--- src/design/swmc_sum_tree.sv ---
// Registered binary adder tree, one register per level.
module swmc_sum_tree #(
	parameter int N = 64,
	parameter int DW = 16,
	parameter int SW = 22
) (
	input  logic            clk,
	input  logic [N*DW-1:0] leaves,
	output logic [SW-1:0]   root
);

	localparam int P = 1 << $clog2(N);

	logic [SW-1:0] node_v [0:2*P-2];
	logic [SW-1:0] node_q [0:P-2];

	genvar j;
	generate
		for (j = 0; j < 2*P-1; j++) begin : g_node
			if (j < P-1) begin : g_inner
				always_ff @(posedge clk) begin
					node_q[j] <= node_v[2*j+1] + node_v[2*j+2];
				end
				assign node_v[j] = node_q[j];
			end else if (j - (P-1) < N) begin : g_leaf
				assign node_v[j] = SW'(leaves[(j-(P-1))*DW +: DW]);
			end else begin : g_pad
				assign node_v[j] = '0;
			end
		end
	endgenerate

	assign root = node_v[0];

endmodule

--- config.mk ---
export PLATFORM = sky130hd
export DESIGN_NAME = swmc_sum_tree
export DESIGN_NICKNAME = d
export VERILOG_FILES = /design/src/design/swmc_sum_tree.sv
export SDC_FILE = /design/constraint.sdc
export NUM_CORES = 2
export LEC_CHECK = 0
export ABC_AREA = 1
export BUFFER_PORTS_ARGS = -buffer_cell sky130_fd_sc_hd__buf_2
export CAP_MARGIN = 10
export CORE_AREA = 2 2 408 410
export CTS_BUF_LIST = sky130_fd_sc_hd__clkbuf_2
export CTS_CLUSTER_SIZE = 12
export DETAILED_ROUTE_END_ITERATION = 10
export DIE_AREA = 0 0 410 412
export GPL_TIMING_DRIVEN = 1
export HOLD_SLACK_MARGIN = 0.12
export PLACE_DENSITY = 0.82
export SYNTH_ARGS = -nofsm -noshare
export SYNTH_HDL_FRONTEND = slang
export SYNTH_SLANG_ARGS = --single-unit
--- constraint.sdc ---
create_clock -name clk -period 1.6 [get_ports clk]
set_input_delay 0.32 -clock clk [delete_from_list [all_inputs] [get_ports clk]]
set_output_delay 0.32 -clock clk [all_outputs]
set_load 0.005 [all_outputs]
==> summary.md, run 1 <==
| Metric | Value |
|---|---|
| Dpl cell area | `94600 µm²` |
| Syn nets | `13919` |
| Global route overflow | `6179` |
| HPWL after DPL | `202 mm` |
| First-pass GRT wire length | `997 mm` |
| Cells after Synth | `11766` |
| Status | `aborted with a tool error` |
| GPL Wtd Cong | `1.02` |
| Synthesized cell area | `80000 µm²` |
| Failing step | `global routing (5_1_grt)` |
| Number of flops mapped to enable cells by yosys | `0` |
| Largest area contributor in the netlist | `dfxtp_1` |
| Post-synth cell types | `31` |
| Via count of the first global-routing pass | `147932` |
| Die X-Extent | `410 µm` |
| Total track usage | `77.2%` |
| Largest net degree at the start of global routing | `17` |
| Post-synthesis sequential area ratio | `28.2%` |
| Syn avg cell area | `6.80 µm²` |
| Ys flop type | `dfxtp_1` |
| Port Buffers | `1046` |
| Maximum clock path buffer count | `4` |
| Die height | `412 µm` |
| Initial Utilization | `48.7%` |
| Post-synth ARST share | `0%` |
| Num rows | `149` |
| Root buf cell | `clkbuf_2` |
| Yosys reg bits | `1128` |
| Most area-consuming cells after synthesis | `dfxtp_1 28%, nand2_1 18%, ha_1 17%, inv_1 6.5%, a21oi_1 6.3%` |
| YS warnings | `0` |
| Run Error | `[ERROR GRT-0116] Global routing finished with congestion. Check the congestion regions in the DRC Viewer.` |
| Sink Count | `1128` |
| Post-synth top area share | `28.2%` |
| Placed Cells | `15866` |
| H-tree Lvls | `5` |
| Num CTS Buffers | `314` |
| Top Ports | `1047` |
| Dpl ws | `-0.406 ns` |
what timing repair did:
| item | CTS |
|---|---|
| setup buffers | 23 |
| resized for setup | 481 |
| endpoints found under the setup margin | 268 |
| pin swaps | 133 |
| hold buffers | 2934 |
| endpoints found under the hold margin | 544 |
metrics by stage:
stage | util [%] | hold slack [ns] | TNS (ns)
after floorplan | - | 0.420 | 0
after global placement | 57.6 | 0.429 | -40.21
after detailed placement | 57.6 | 0.435 | -49.46
after CTS | 78.5 | 0.0560 | -31.76
synth_stat cells, drive strengths merged, types with 76 or more instances:
master  number
inv       1389
nand2     3813
a21oi     1004
nand4       76
and2       122
dfxtp     1128
nor3       167
a21o        86
xor2       384
nor2       961
ha        1065
o21ai      391
nand3      898
kinds of logic after synthesis:
| family | after synthesis | synth area share (%) |
|---|---|---|
| adders and majority gates | 1128 | 18.2 |
| AOI/OAI and AO/OA | 1533 | 10.1 |
| and+or+nand+nor | 6117 | 31.8 |
| buffers and inverters | 1411 | 6.73 |
| xor gates and xnor gates | 449 | 4.92 |
| DFF | 1128 | 28.2 |
per-layer routing:
metal,overflow,GRT usage [%]
met1,303,74.8
met2,4221,95.8
met3,253,62.9
met4,1388,74.7
met5,14,41.8
==> inputs of run 2 (changes only) <==
==> config.mk (replaced) <==
export PLATFORM = sky130hd
export DESIGN_NAME = swmc_sum_tree
export DESIGN_NICKNAME = d
export VERILOG_FILES = /design/src/design/swmc_sum_tree.sv
export SDC_FILE = /design/constraint.sdc
export NUM_CORES = 2
export LEC_CHECK = 0
export ABC_AREA = 1
export BUFFER_PORTS_ARGS = -buffer_cell sky130_fd_sc_hd__buf_2
export CAP_MARGIN = 10
export CORE_UTILIZATION = 40
export DETAILED_ROUTE_END_ITERATION = 10
export GPL_TIMING_DRIVEN = 1
export PLACE_DENSITY_LB_ADDON = 0.15
export SYNTH_ARGS = -nofsm -noshare
export SYNTH_HDL_FRONTEND = slang
export SYNTH_SLANG_ARGS = --single-unit
==> constraint.sdc (replaced) <==
create_clock -name clk -period 2.1 [get_ports clk]
set_input_delay 0.42 -clock clk [delete_from_list [all_inputs] [get_ports clk]]
set_output_delay 0.42 -clock clk [all_outputs]
set_load 0.005 [all_outputs]
==> run 2 against run 1 <==
- the run now ends clean
- synthesized area unchanged
- synthesized cell count unchanged
==> summary.md, run 2 <==
| Metric | Value |
|---|---|
| Status | `finished, final reports clean (was aborted with a tool error)` |
| Met2 Use GR | `43.0%` |
| Synthesized cell area | `80000 µm² (unchanged)` |
| Root buf cell | `clkbuf_16 (was clkbuf_2)` |
| Max FFs per register | `1128` |
| Sink Count | `1128 (unchanged)` |
| Post-synth ARST share | `0% (unchanged)` |
| Reg2Reg Setup Slack | `0.15 ns` |
| TritonRoute pass-1 iters | `6` |
| Worst Hold Depth | `2` |
| Number of flops mapped to enable cells by yosys | `0 (unchanged)` |
| First-pass GRT wire length | `392 mm` |
| Via count of the first global-routing pass | `76207` |
| Drt initial violations | `3782` |
| Clock Pin Slew Worst Setup and Hold Paths | `0.06 ns` |
| Post-DR wirelength/cell | `15.6 µm` |
| Leak | `52.0 nW` |
| Hold Startpoint | `leaves[465]` |
| Layout cells sized above 1 | `10.8%` |
| Worst slew margin | `66.3%` |
| Unrepaired setup endpoints after global routing | `false` |
| RR Endpoint | `node_q[0][16]` |
| Setup TNS | `0 ns` |
| Initial Utilization | `40.4% (was 48.7%)` |
| Final period util | `92.7%` |
| Most frequent cells in the layout | `3760 x nand2_1, 1388 x inv_1, 1128 x dfxtp_1, 1065 x ha_1, 1046 x buf_2` |
| Crit path arrival time | `2.58 ns` |
| Top Ports | `1047 (unchanged)` |
| F_max | `514 MHz` |
| Final wirelength | `248 mm` |
| Worst-Skew Late Latency | `0.76 ns` |
| Sink of the worst hold path | `node_q[1][287]` |
| Register bank with the most flops | `node_q` |
| Critical path type | `flop to flop` |
| Num rows | `163 (was 149)` |
| Setup Fix Bufs, Post-CTS | `0 (was 23)` |
| Top Registers | `node_q (1128)` |
| ANT nets after route | `0` |
| Slew Limit Fails | `0` |
| Hold Crit Class | `input pin to flop` |
| Largest net degree at the start of global routing | `17` |
| FF-to-FF Start | `node_q[0][22]` |
| Num CTS Buffers | `135 (was 314)` |
| Count leader, synth | `nand2_1 (unchanged)` |
| Detailed-route vias per instance | `4.92` |
| Syn avg cell area | `6.80 µm² (unchanged)` |
| Post-synth top area share | `28.2% (unchanged)` |
| Global route overflow | `0` |
| Utilization after layout | `47.9%` |
| Die X-Extent | `449 µm (was 410 µm)` |
| Pwr dens | `1380 nW/µm²` |
| Core box area | `198000 µm²` |
| Worst-Margin Slew | `0.506 ns` |
| Met3 usage | `2.56%` |
| Ys flop type | `dfxtp_1 (unchanged)` |
| Fillers | `20133` |
| YS warnings | `0 (unchanged)` |
| Final Hold Vio Count | `0` |
| M1 GR Usage | `29.1%` |
| CP Max Fanout | `3` |
| Most common cell after layout, fill and taps aside | `nand2_1` |
| Post-synthesis sequential area ratio | `28.2% (unchanged)` |
| HPWL after DPL | `212 mm (was 202 mm)` |
| Post-layout minimum cycle time | `1.95 ns` |
| DRC Markers | `0` |
| Port Buffers | `1046 (unchanged)` |
| Maxcap violations | `0` |
| Post-synth cell types | `31 (unchanged)` |
| Vias | `77959` |
| Area of the multi-input gates | `52000 µm²` |
| GPL Wtd Cong | `1.03 (was 1.02)` |
| H-tree Lvls | `4 (was 5)` |
| Worst Path Required | `2.74 ns` |
| Maximum clock path buffer count | `3 (was 4)` |
| Total track usage | `23.8%` |
| Cells after Synth | `11766 (unchanged)` |
| CTS tree | `done` |
| Worst r2r path cells | `11` |
| VDD IR-drop max | `0.00110 V` |
| Top Usage Layer GRT | `met2` |
| Die area | `202000 µm²` |
| Crit end category | `flop` |
| Synth cell count leaders | `3760 x nand2_1, 1388 x inv_1, 1128 x dfxtp_1, 1065 x ha_1, 1004 x a21oi_1 (unchanged)` |
| Most area-consuming cells after synthesis | `dfxtp_1 28%, nand2_1 18%, ha_1 17%, inv_1 6.5%, a21oi_1 6.3% (unchanged)` |
| Layout Skew | `0.0256 ns` |
| Initial antenna violation count | `12` |
| Yosys reg bits | `1128 (unchanged)` |
| Largest area contributor in the netlist | `dfxtp_1 (unchanged)` |
| Endpoints failing setup | `0` |
| Startpoint types | `flop` |
| Die height | `449 µm (was 412 µm)` |
| Register area | `22600 µm²` |
| Area growth syn-to-layout | `18.6%` |
| Layout Nets | `15265` |
| Syn nets | `13919 (unchanged)` |
==> run 2: cell type report <==
type | instances | share of cell area (%)
tap | 2640 | 3.48
multi-input combinational | 9227 | 54.8
antenna | 3 | 0.00792
clock buffer | 176 | 4.07
timing repair buffer | 1231 | 7.37
sequential | 1128 | 23.8
clock inverter | 65 | 0.934
inverter | 1389 | 5.50
==> run 2: routing by layer <==
layer,vias up,part of all wire (%)
met3,338,3.4
met4,4,3.5
met1,35050,44
met5,-,0.0097
li1,40999,-
met2,1568,49
==> run 2: kinds of logic after synthesis <==
group                      synth area share [%]
xor gates and xnor gates                   4.92
DFF                                        28.2
buffers and inverters                      6.73
AOI/OAI and AO/OA                          10.1
and+or+nand+nor                            31.8
adders and majority gates                  18.2
==> run 2: timing repair <==
item                                    CTS  global route
endpoints found under the setup margin    0             2
hold buffers                            145             0
hold endpoints to repair                 80             0
gates resized for setup                   0             1
==> run 2: power by group <==
group / switching [mW] / leakage (nW) / internal (mW) / total (mW)
combinational: 46.0 / 40.2 / 25.8 / 71.8
sequential: 4.30 / 9.51 / 30.1 / 34.4
clock: 9.43 / 2.31 / 15.2 / 24.7
==> run 2: worst max-delay path: stages, from the launching register on <==
cell     delay, ns
dfxtp_1       0.33
ha_1          0.24
inv_1         0.10
fa_2          0.39
inv_1         0.09
nand3_1       0.06
nand3_1       0.15
nand2_1       0.07
nand3_1       0.13
nand2_1       0.11
nand3_1       0.08
nand2_1       0.07
==> run 2: stage by stage <==
step	instance area (µm²)	std cells	power, mW	setup WS (ns)	hold slack, ns
final	94800	15859	131	0.153	0.0573
after global routing	94800	15859	144	0.00623	0.0144
after CTS	94800	15856	132	0.0684	0.000116
after detailed placement	88600	15470	106	0.00374	0.432
after global placement	88600	15470	106	0.0175	0.432
after floorplan	80000	11766	85.4	0.384	0.420
==> run 2: worst max-delay path by stage <==
stage,to,depth (start not counted),slack (ns),startpoint
after floorplan,node_q[0][690],9,0.38,leaves[0]
after CTS,node_q[0][16],11,0.07,node_q[0][22]
after detailed placement,node_q[1][226],9,0.004,leaves[352]
after global placement,node_q[1][226],9,0.02,leaves[352]
final,node_q[0][16],11,0.15,node_q[0][22]
after global routing,node_q[0][16],11,0.006,node_q[0][22]
(Power assumes the default switching activity.)
