<file path="src/design/swmc_pkg.sv">
// Shared constants and control types for the sliding window median cost block.
package swmc_pkg;

	localparam int WINDOW_MAX_DEF = 64;
	localparam int SAMPLE_BITS_DEF = 16;
	localparam int COST_BITS = 22;
	localparam int CFG_BITS = 7;
	localparam int WINDOW_SIZE_RESET = 3;

	// Per-cycle command broadcast to every cell of the chain.
	typedef struct packed {
		logic ins;   // sorted insert of the new sample
		logic del;   // drop the oldest sample, close the gap
		logic eval;  // capture |value - median|
	} swmc_ctl_t;

endpackage

</file>
<file path="src/design/swmc_cell.sv">
// One slot of the sorted window: value, age and its deviation from the median.
module swmc_cell #(
	parameter int SAMPLE_BITS = swmc_pkg::SAMPLE_BITS_DEF,
	parameter int AGE_W = 6
) (
	input  logic                   clk,
	input  swmc_pkg::swmc_ctl_t    ctl,
	input  logic                   live,
	input  logic                   size_live,
	input  logic [SAMPLE_BITS-1:0] new_val,
	input  logic [SAMPLE_BITS-1:0] left_val,
	input  logic [AGE_W-1:0]       left_age,
	input  logic                   left_gt,
	input  logic [SAMPLE_BITS-1:0] right_val,
	input  logic [AGE_W-1:0]       right_age,
	input  logic [SAMPLE_BITS-1:0] med_val,
	input  logic [SAMPLE_BITS-1:0] old_val,
	output logic [SAMPLE_BITS-1:0] val,
	output logic [AGE_W-1:0]       age,
	output logic                   gt,
	output logic [SAMPLE_BITS-1:0] diff
);

	logic [SAMPLE_BITS-1:0] val_q;
	logic [AGE_W-1:0]       age_q;
	logic [SAMPLE_BITS-1:0] diff_q;

	assign gt = live && (val_q > new_val);

	always_ff @(posedge clk) begin
		if (ctl.ins) begin
			// equal values stay left of the new one, so older copies come first
			if (live && !gt) begin
				age_q <= age_q + AGE_W'(1);
			end else if (left_gt) begin
				val_q <= left_val;
				age_q <= left_age + AGE_W'(1);
			end else begin
				val_q <= new_val;
				age_q <= '0;
			end
		end else if (ctl.del) begin
			// first slot holding the oldest value is the oldest copy of it
			if (val_q >= old_val) begin
				val_q <= right_val;
				age_q <= right_age;
			end
		end
		if (ctl.eval) begin
			if (!size_live)
				diff_q <= '0;
			else if (val_q >= med_val)
				diff_q <= val_q - med_val;
			else
				diff_q <= med_val - val_q;
		end
	end

	assign val  = val_q;
	assign age  = age_q;
	assign diff = diff_q;

endmodule

</file>
<file path="config.mk">
export PLATFORM = sky130hd
export DESIGN_NAME = swmc_cell
export DESIGN_NICKNAME = d
export VERILOG_FILES = /design/src/design/swmc_pkg.sv /design/src/design/swmc_cell.sv
export SDC_FILE = /design/constraint.sdc
export NUM_CORES = 1
export LEC_CHECK = 0
export ABC_AREA = 1
export BUFFER_PORTS_ARGS = -buffer_cell sky130_fd_sc_hd__buf_2
export CAP_MARGIN = 25
export CORE_ASPECT_RATIO = 1.25
export CORE_MARGIN = 2
export CORE_UTILIZATION = 35
export DETAILED_ROUTE_END_ITERATION = 8
export PLACE_DENSITY = 0.68
export SETUP_SLACK_MARGIN = 0.3
export SLEW_MARGIN = 20
export SYNTH_ARGS = -nofsm -noshare
export SYNTH_HDL_FRONTEND = slang
export SYNTH_SLANG_ARGS = --single-unit
</file>
<file path="constraint.sdc">
create_clock -name clk -period 2.41 [get_ports clk]
set_input_delay 0.482 -clock clk [delete_from_list [all_inputs] [get_ports clk]]
set_output_delay 0.482 -clock clk [all_outputs]
set_load 0.005 [all_outputs]
</file>
# Word-level counts from Yosys, hierarchy flattened
# Cells that the tools add are included.
[word_totals]
latchBits = 0
input_bits = 99
rom_bits = 0
wordCells = 29
memories = 0
out_inout_bits = 39
reg_bits = 38
ramBits = 0
[classes]
n_mul = 0
bitwise_logic = 0
n_mux = 11
n_reduce_logical = 7
shift = 0
order_cmp = 3
n_eq_ne = 1
div_mod_pow = 0
n_addsub = 4
[op_table]
columns = ["cell", "count"]
rows = [
  ["$mux 16", 6],
  ["$ge 16x16->1", 2],
  ["$sub 16x16->16", 2],
  ["$mux 6", 5],
  ["$gt 16x16->1", 1],
  ["$add 6x1->6 const B", 2],
  ["$reduce_bool 2->1", 2],
  ["$reduce_and 3->1", 1],
  ["$logic_and 1x1->1", 2],
  ["$ne 2x2->1 const B", 1],
  ["$reduce_and 2->1", 1],
  ["$logic_not 1->1", 1],
]

# Longest topological paths before layout
# Gate-level depths: netlist of run 1.
[depth]
depth_word = 6
ltp_mapped = 17

# Least setup slack after synthesis of run 1
# Ideal clock, no wire load.
[synth_timing]
path_kind = "reg-to-reg"
from = "register val_q[1] (netlist: val[1])"
to = "register val_q[0] (netlist: val[0]), enable pin"
path_slack_ps = 101
synth_period_minus_slack_ps = 2309
required_time_ps = 2046
stages_incl_launch_ff = 14
t_arrival_ps = 1945
path_buffers = 0
setup_ps = 364
cell_sequence = "edfxtp_1 > ha_1 > inv_1 > nor2_1 > nor2_1 > o21ai_0 > nand2_1 > nand2_1 > nand2_1 > nand3_1 > nand2_1 > nand2_1 > o21ai_0 > inv_1"
[synth_between]
elab_chain_len = 6
word_cells_on_any_way = 8
cone_classes = "2 x order compare; 1 x eq/ne; 5 x reduce/logical"
[synth_rtl]
columns = ["item", "line", "rtl"]
rows = [
  ["from (decl)", "swmc_cell.sv:24", "logic [SAMPLE_BITS-1:0] val_q;"],
  ["from (signal assigned)", "swmc_cell.sv:36", "val_q <= left_val;"],
  ["from (signal assigned)", "swmc_cell.sv:39", "val_q <= new_val;"],
  ["from (signal assigned)", "swmc_cell.sv:45", "val_q <= right_val;"],
  ["$gt 16x16->1", "swmc_cell.sv:28", "assign gt = live && (val_q > new_val);"],
  ["$logic_and 1x1->1", "swmc_cell.sv:28", ""],
  ["$logic_not 1->1", "swmc_cell.sv:33", "if (live && !gt) begin"],
  ["$logic_and 1x1->1", "swmc_cell.sv:33", ""],
  ["$ne 2x2->1 (no source line)", "n/a", ""],
  ["$reduce_and 3->1 (no source line) *", "n/a", ""],
]
# Every way passes the cells marked *; elsewhere a longest branch is shown, timed or not.
# A chain may end at the register's enable or synchronous reset.

# Worst setup path in the final report of run 1
[layout_timing]
from = "register val_q[8] (netlist: val[8])"
to = "output gt"
[layout_between]
elab_chain_len = 2
[layout_rtl]
columns = ["item", "line", "rtl"]
rows = [
  ["$gt 16x16->1", "swmc_cell.sv:28", ""],
  ["$logic_and 1x1->1", "swmc_cell.sv:28", ""],
  ["to (decl)", "swmc_cell.sv:20", "output logic gt,"],
]
# Every way passes these cells.

==> run metrics, run 1 <==
largest net degree at the start of global routing 24; DIE HEIGHT 132 um; final hold vios 0; Yosys Warn Count 0; Seq/Total Area, Yosys 24.7%; RSZ-0062 raised after global routing true; IO Pins 138; pwr/cell area 540 nW/um^2; post-synthesis compound-gate area fraction 13.9%; area grow syn2layout 44.4%; highest clock rate 0.429 GHz; final setup vio count 0; # diodes 0; area taken by multi-input logic gates 3510 sq um; end of the worst hold path age[3]$_DFFE_PP_; most used cell, CP nand2_1; CTS buffer count 5; main combinational cell family by area after synthesis simple AND/OR/NAND/NOR gates; max-cap violations 0; first-pass GRT wire length 23.0 mm; H-tree depth 2; Setup CP Type register to output pin; Synth Cell Area 4620 sq um; dpl cells 970; worst reg2reg path depth 14; Routed WL 14.1 mm; initial antenna violation count 0; Starting Density 36.2%; outcome completed; share of cells above drive strength 1 38.1%; WHS Path Cells 3; Period minus WS final 2.33 ns; simple-gate portion of the synthesized area 28.1%; post-DP HPWL 10.9 mm; Slew HR 54.3%; HP Class input port to register; Max VDD drop 0.000310 V; count of final max-slew check failures 0; filler instances 1261; final non-filler cell total 1021; commonest non-fill, non-tap cell in the layout nand2_1; worst r2r dst val[12]$_DFFE_PP_; crit-path max cell delay 0.44 ns; Final period util 96.8%; clk_lat worst skew 0.28 ns; Final nets 1018; CP required 1.93 ns; CTS max path bufs 2; CP max FO 3; TritonCTS Sinks 38; PortBufs 137; setup TNS 0 ns; Detail Route Antenna Nets 0; WHS 0.469 ns; Via density 4.90; origin of the critical flop-to-flop path val[9]$_DFFE_PP_; num rows 46; Core Box Area 12800 sq um; vias in the first global route 4967; syn avg cell area 6.93 sq um; Total GRT Usage 20.2%; vias 4999; Register Area 1140 sq um; HP Start right_age[3]; most frequent cells in the layout nand2_1, buf_2, inv_1; count of cell types in the netlist 35; post-synthesis mux area share 0%; P_leak 3.47 nW; Congestion Overflow GR 0; worst path cell trace ha_1, nand4_1, nor3_4, nand2_1, nand2_1, nand2_2, nor2_2, buf_2; Synth Area in XOR/XNOR 3.79%; Routed WL per cell 13.8 um; adder-cell share of the synthesized area 18.5%; Final GP Congestion 0.885; die footprint 14100 sq um; Tightest Pin Transition 0.685 ns; Worst R2R Setup Slack 0.13 ns; Worst Setup End Kind output pin; CTS tree yes; Worst Path Arrival 1.85 ns; initial drt markers 212; register bit total from synthesis 38; Reg clk slew, reported paths 0.06 ns; CTS Root Cell clkbuf_16; Hold Buf Count CTS 0; Startpoint Class register; Post-Syn Nets 833; Cells after Synth 667; Worst Skew 0.00650 ns; die width 107 um; Worst path slowest cell edfxtp_1; Pre-Repair DR Iteration Count 5; DRC Markers 0
-- layer usage --
metal	vias up	GRT usage (%)	part of all wire (%)
li1	2532	-	-
met1	2269	22.4	38
met2	170	39.2	54
met3	28	3.20	5.5
met4	0	5.05	2.1
met5	-	0	0
-- final cells by class --
cell class                 instances  area share [%]
tap                              168            3.15
clock buffer                       5            1.87
sequential                        38            17.1
multi-input combinational        508            52.6
clock inverter                     3           0.600
inverter                         103            5.83
timing repair buffer             196            18.9
-- per-stage QoR --
stage          area [sq um]  setup WS, ns  power (mW)  utilization [%]
6_report               6670        0.0780        3.60             52.2
5_1_grt                6670       -0.0486        3.87             52.2
4_1_cts                6390        0.0535        3.45             50.0
3_5_place_dp           5560       0.00508        2.38             43.5
3_3_place_gp           5560       0.00416        2.36             43.5
2_1_floorplan          4630         0.307        1.91                -
-- kinds of logic after synthesis --
kind of cell             after synthesis
AND/OR/NAND/NOR                      304
buffers and inverters                122
AO/OA/AOI/OAI                        116
adder cells (fa/ha/maj)               67
flip-flops                            38
XOR/XNOR                              20
-- critical path: cells and delay by family, from the launching register on --
family | cells | cell delay (ns)
AND/OR/NAND/NOR | 6 | 0.71
flip-flops | 1 | 0.44
adder cells (fa/ha/maj) | 1 | 0.31
buffers and inverters | 1 | 0.12
-- power breakdown --
part / internal [mW] / total, mW / leakage (nW) / switching, mW
logic: 0.888 / 1.95 / 3.00 / 1.06
registers: 0.849 / 0.900 / 0.383 / 0.0510
clock network: 0.485 / 0.753 / 0.0836 / 0.268
-- flip-flops by register name, indices dropped and copies added, names as in the netlist --
register	count
diff	16
val	16
age	6
-- synth_stat cells --
| library cell | number | area share, % |
|---|---|---|
| nand2_1 | 184 | 15 |
| inv_1 | 98 | 8.0 |
| ha_1 | 65 | 18 |
| nor2_1 | 52 | 4.2 |
| o21ai_0 | 49 | 5.3 |
| a21oi_1 | 46 | 5.0 |
| edfxtp_1 | 38 | 25 |
| nand3_1 | 32 | 3.5 |
| xor2_1 | 17 | 3.2 |
| nand2_2 | 14 | 1.9 |
| a21oi_2 | 10 | 1.9 |
| clkbuf_1 | 7 | 0.57 |
| buf_2 | 5 | 0.54 |
| nand3b_1 | 5 | 0.81 |
| nand4_1 | 5 | 0.68 |
| nor3_1 | 5 | 0.54 |
| a21o_1 | 4 | 0.65 |
| inv_2 | 4 | 0.32 |
| o21ai_1 | 4 | 0.43 |
| buf_6 | 3 | 0.73 |
| xnor2_1 | 3 | 0.57 |
| and2_1 | 2 | 0.27 |
| buf_4 | 2 | 0.32 |
| fa_1 | 2 | 0.87 |
| a21oi_4 | 1 | 0.35 |
| buf_1 | 1 | 0.081 |
| buf_12 | 1 | 0.43 |
| clkinv_1 | 1 | 0.081 |
| nand2b_4 | 1 | 0.30 |
| nand3_2 | 1 | 0.22 |
| nor2_2 | 1 | 0.14 |
| nor4_4 | 1 | 0.46 |
| o21a_1 | 1 | 0.16 |
| o21bai_1 | 1 | 0.16 |
| or2_2 | 1 | 0.14 |
-- repair_timing --
action / CTS / global route
gates cloned: 3 / 0
resized for setup: 79 / 50
pin swaps: 19 / 26
buffers inserted: 34 / 6
endpoints found under the setup margin: 44 / 44
-- worst max path at each step --
stage	start	end	slack, ns	depth (start not counted)
5_1_grt	val[8]$_DFFE_PP_	gt	-0.05	8
4_1_cts	val[1]$_DFFE_PP_	gt	0.05	13
2_1_floorplan	new_val[15]	val[0]$_DFFE_PP_	0.31	10
3_5_place_dp	med_val[9]	diff[10]$_SDFFCE_PN0P_	0.005	10
6_report	val[8]$_DFFE_PP_	gt	0.08	8
3_3_place_gp	med_val[9]	diff[14]$_SDFFCE_PN0P_	0.004	10
Note: power is estimated with default switching activity, not from simulation.
==> run 2, diff against run 1 <==
Settings changed: CORE_ASPECT_RATIO 1.25 to 1.5.
Clock period 2.41 ns to 2.08 ns, I/O delays scaled along.
==> run 2 against run 1 <==
Compared with the run above:
- the flow now finishes with violations (negative setup slack)
- clock power is essentially flat
- wire length grew 1.5%
- combinational power increased by 24%
- critical path depth unchanged
- utilization grew 1.7 points
- first-iteration DRC count down 15%
- sequential share of layout area down 0.77 points
- cell count grew 4.0%
- count of clock-buffer cells in the layout unchanged
- critical path type unchanged
- global-route usage about the same
- worst hold slack got worse by 0.081 ns
- largest cell class unchanged
==> run metrics, run 2 (synthesis results as in run 1) <==
outcome complete, but fails checks; failing checks negative setup slack; count of final max-slew check failures 0; Pre-Repair DR Iteration Count 4; initial drt markers 181; Clk pwr share 17.8%; DRC Markers 0; clk_lat worst skew 0.29 ns; IO Pins 138; filler instances 1280; Pwr Total 4.22 mW; Routed WL per cell 13.4 um; H-tree depth 2; design internal power 2.56 mW; post-place setup slack -0.159 ns; first-pass GRT wire length 22.9 mm; CP required 1.66 ns; sw frac 39.3%; highest clock rate 0.450 GHz; largest net degree at the start of global routing 23; Congestion Overflow GR 0; vias in the first global route 5085; final non-filler cell total 1062; final setup vio count 35; Setup CP Type register to output pin; Worst path slowest cell edfxtp_1; WHS 0.388 ns; HP Class input port to register; Worst Skew 0.0103 ns; Via density 4.76; Worst Setup End Kind output pin; # diodes 0; P_leak 3.72 nW; Post-DP Area 6130 sq um; setup ws final -0.141 ns; worst reg2reg path depth 10; Total GRT Usage 20.1%; CTS max path bufs 2; origin of the critical flop-to-flop path val[15]$_DFFE_PP_; Final Cell Area 6990 sq um; pwr/cell area 604 nW/um^2; area grow syn2layout 51.2%; Routed WL 14.3 mm; commonest non-fill, non-tap cell in the layout nand2_1; Slew HR 51.7%; initial antenna violation count 0; share of cells above drive strength 1 42.2%; RSZ-0062 raised after global routing true; dpl cells 1027; Final GP Congestion 0.886; Core Util, Final 54.0%; Worst Path Arrival 1.81 ns; worst path cell trace ha_4, nand2_2, nor3_4, nand2_1, nand2_1, nand2_2, nor2_2, buf_2; setup TNS -2.20 ns; Period minus WS final 2.22 ns; worst r2r dst diff[7]$_SDFFCE_PN0P_; PortBufs 137; Reg clk slew, reported paths 0.06 ns; CTS tree yes; Final period util 107%; num rows 51; max-cap violations 0; Combinational Power Share 57.4%; Worst setup startpoint val[15]$_DFFE_PP_; CP max FO 3; die footprint 14200 sq um; NetSw 1.66 mW; vias 5054; Startpoint Class register; die width 97.8 um; Starting Density 35.7%; CTS buffer count 5; area taken by multi-input logic gates 3530 sq um; Final nets 1069; Detail Route Antenna Nets 0; crit-path max cell delay 0.51 ns; Register Area 1140 sq um; final hold vios 0; Worst R2R Setup Slack -0.09 ns; CTS Root Cell clkbuf_16; most frequent cells in the layout nand2_1, buf_2, inv_1; Core Box Area 13000 sq um; DIE HEIGHT 145 um; post-DP HPWL 11.8 mm; Max VDD drop 0.000350 V; Hold Buf Count CTS 0; TritonCTS Sinks 38; Tightest Pin Transition 0.723 ns; Critical Path End gt; sequential group share of total power 24.9%
## run 2: power by group through the flow
stage | Combinational, mW | Clock [mW] | Sequential [mW]
floorplan | 1.19 | 0 | 1.08
global placement | 1.94 | 0 | 1.08
detailed placement | 1.96 | 0 | 1.08
CTS | 2.22 | 0.760 | 1.05
global route | 2.69 | 0.788 | 1.06
finish | 2.42 | 0.750 | 1.05
## run 2: final cells by class
cell class | count | share of cell area (%)
clock inverters | 2 | 0.143
flip-flops and latches | 38 | 16.3
well taps | 159 | 2.85
repair inverters | 1 | 0.0895
inverters | 103 | 5.67
clock buffers | 5 | 1.79
repair buffers | 246 | 22.6
multi-input cells | 508 | 50.6
## run 2: worst min path at each step
stage                            start               endpoint  slack (ns)  cells after the start
after floorplan                 ctl[0]  diff[0]$_SDFFCE_PN0P_        0.53                      0
after global placement    right_age[0]       age[0]$_DFFE_PP_        0.69                      3
after detailed placement  right_age[1]       age[1]$_DFFE_PP_        0.69                      3
after CTS                 right_age[5]       age[5]$_DFFE_PP_        0.39                      3
after global routing      right_age[5]       age[5]$_DFFE_PP_        0.41                      3
final                     right_age[5]       age[5]$_DFFE_PP_        0.39                      3
## run 2: timing repair
| item | 4_1_cts | 5_1_grt |
|---|---|---|
| gates cloned | 3 | 0 |
| resized for setup | 62 | 54 |
| setup buffers | 16 | 9 |
| pin swaps | 16 | 13 |
| endpoints found under the setup margin | 44 | 44 |
## run 2: worst max-delay path, delay by kind of cell, from the launching register on
family | cells | cell delay [ns]
and+or+nand+nor | 6 | 0.56
adders and majority gates | 1 | 0.33
buffers and inverters | 1 | 0.11
DFF | 1 | 0.51
## run 2: layer usage
metal / vias to the layer above / GRT usage [%] / wire [um]
met3: 18 / 2.88 / 558
li1: 2629 / - / -
met5: - / 0 / 0
met4: 0 / 5.56 / 253
met2: 119 / 42.6 / 8240
met1: 2288 / 19.8 / 5220
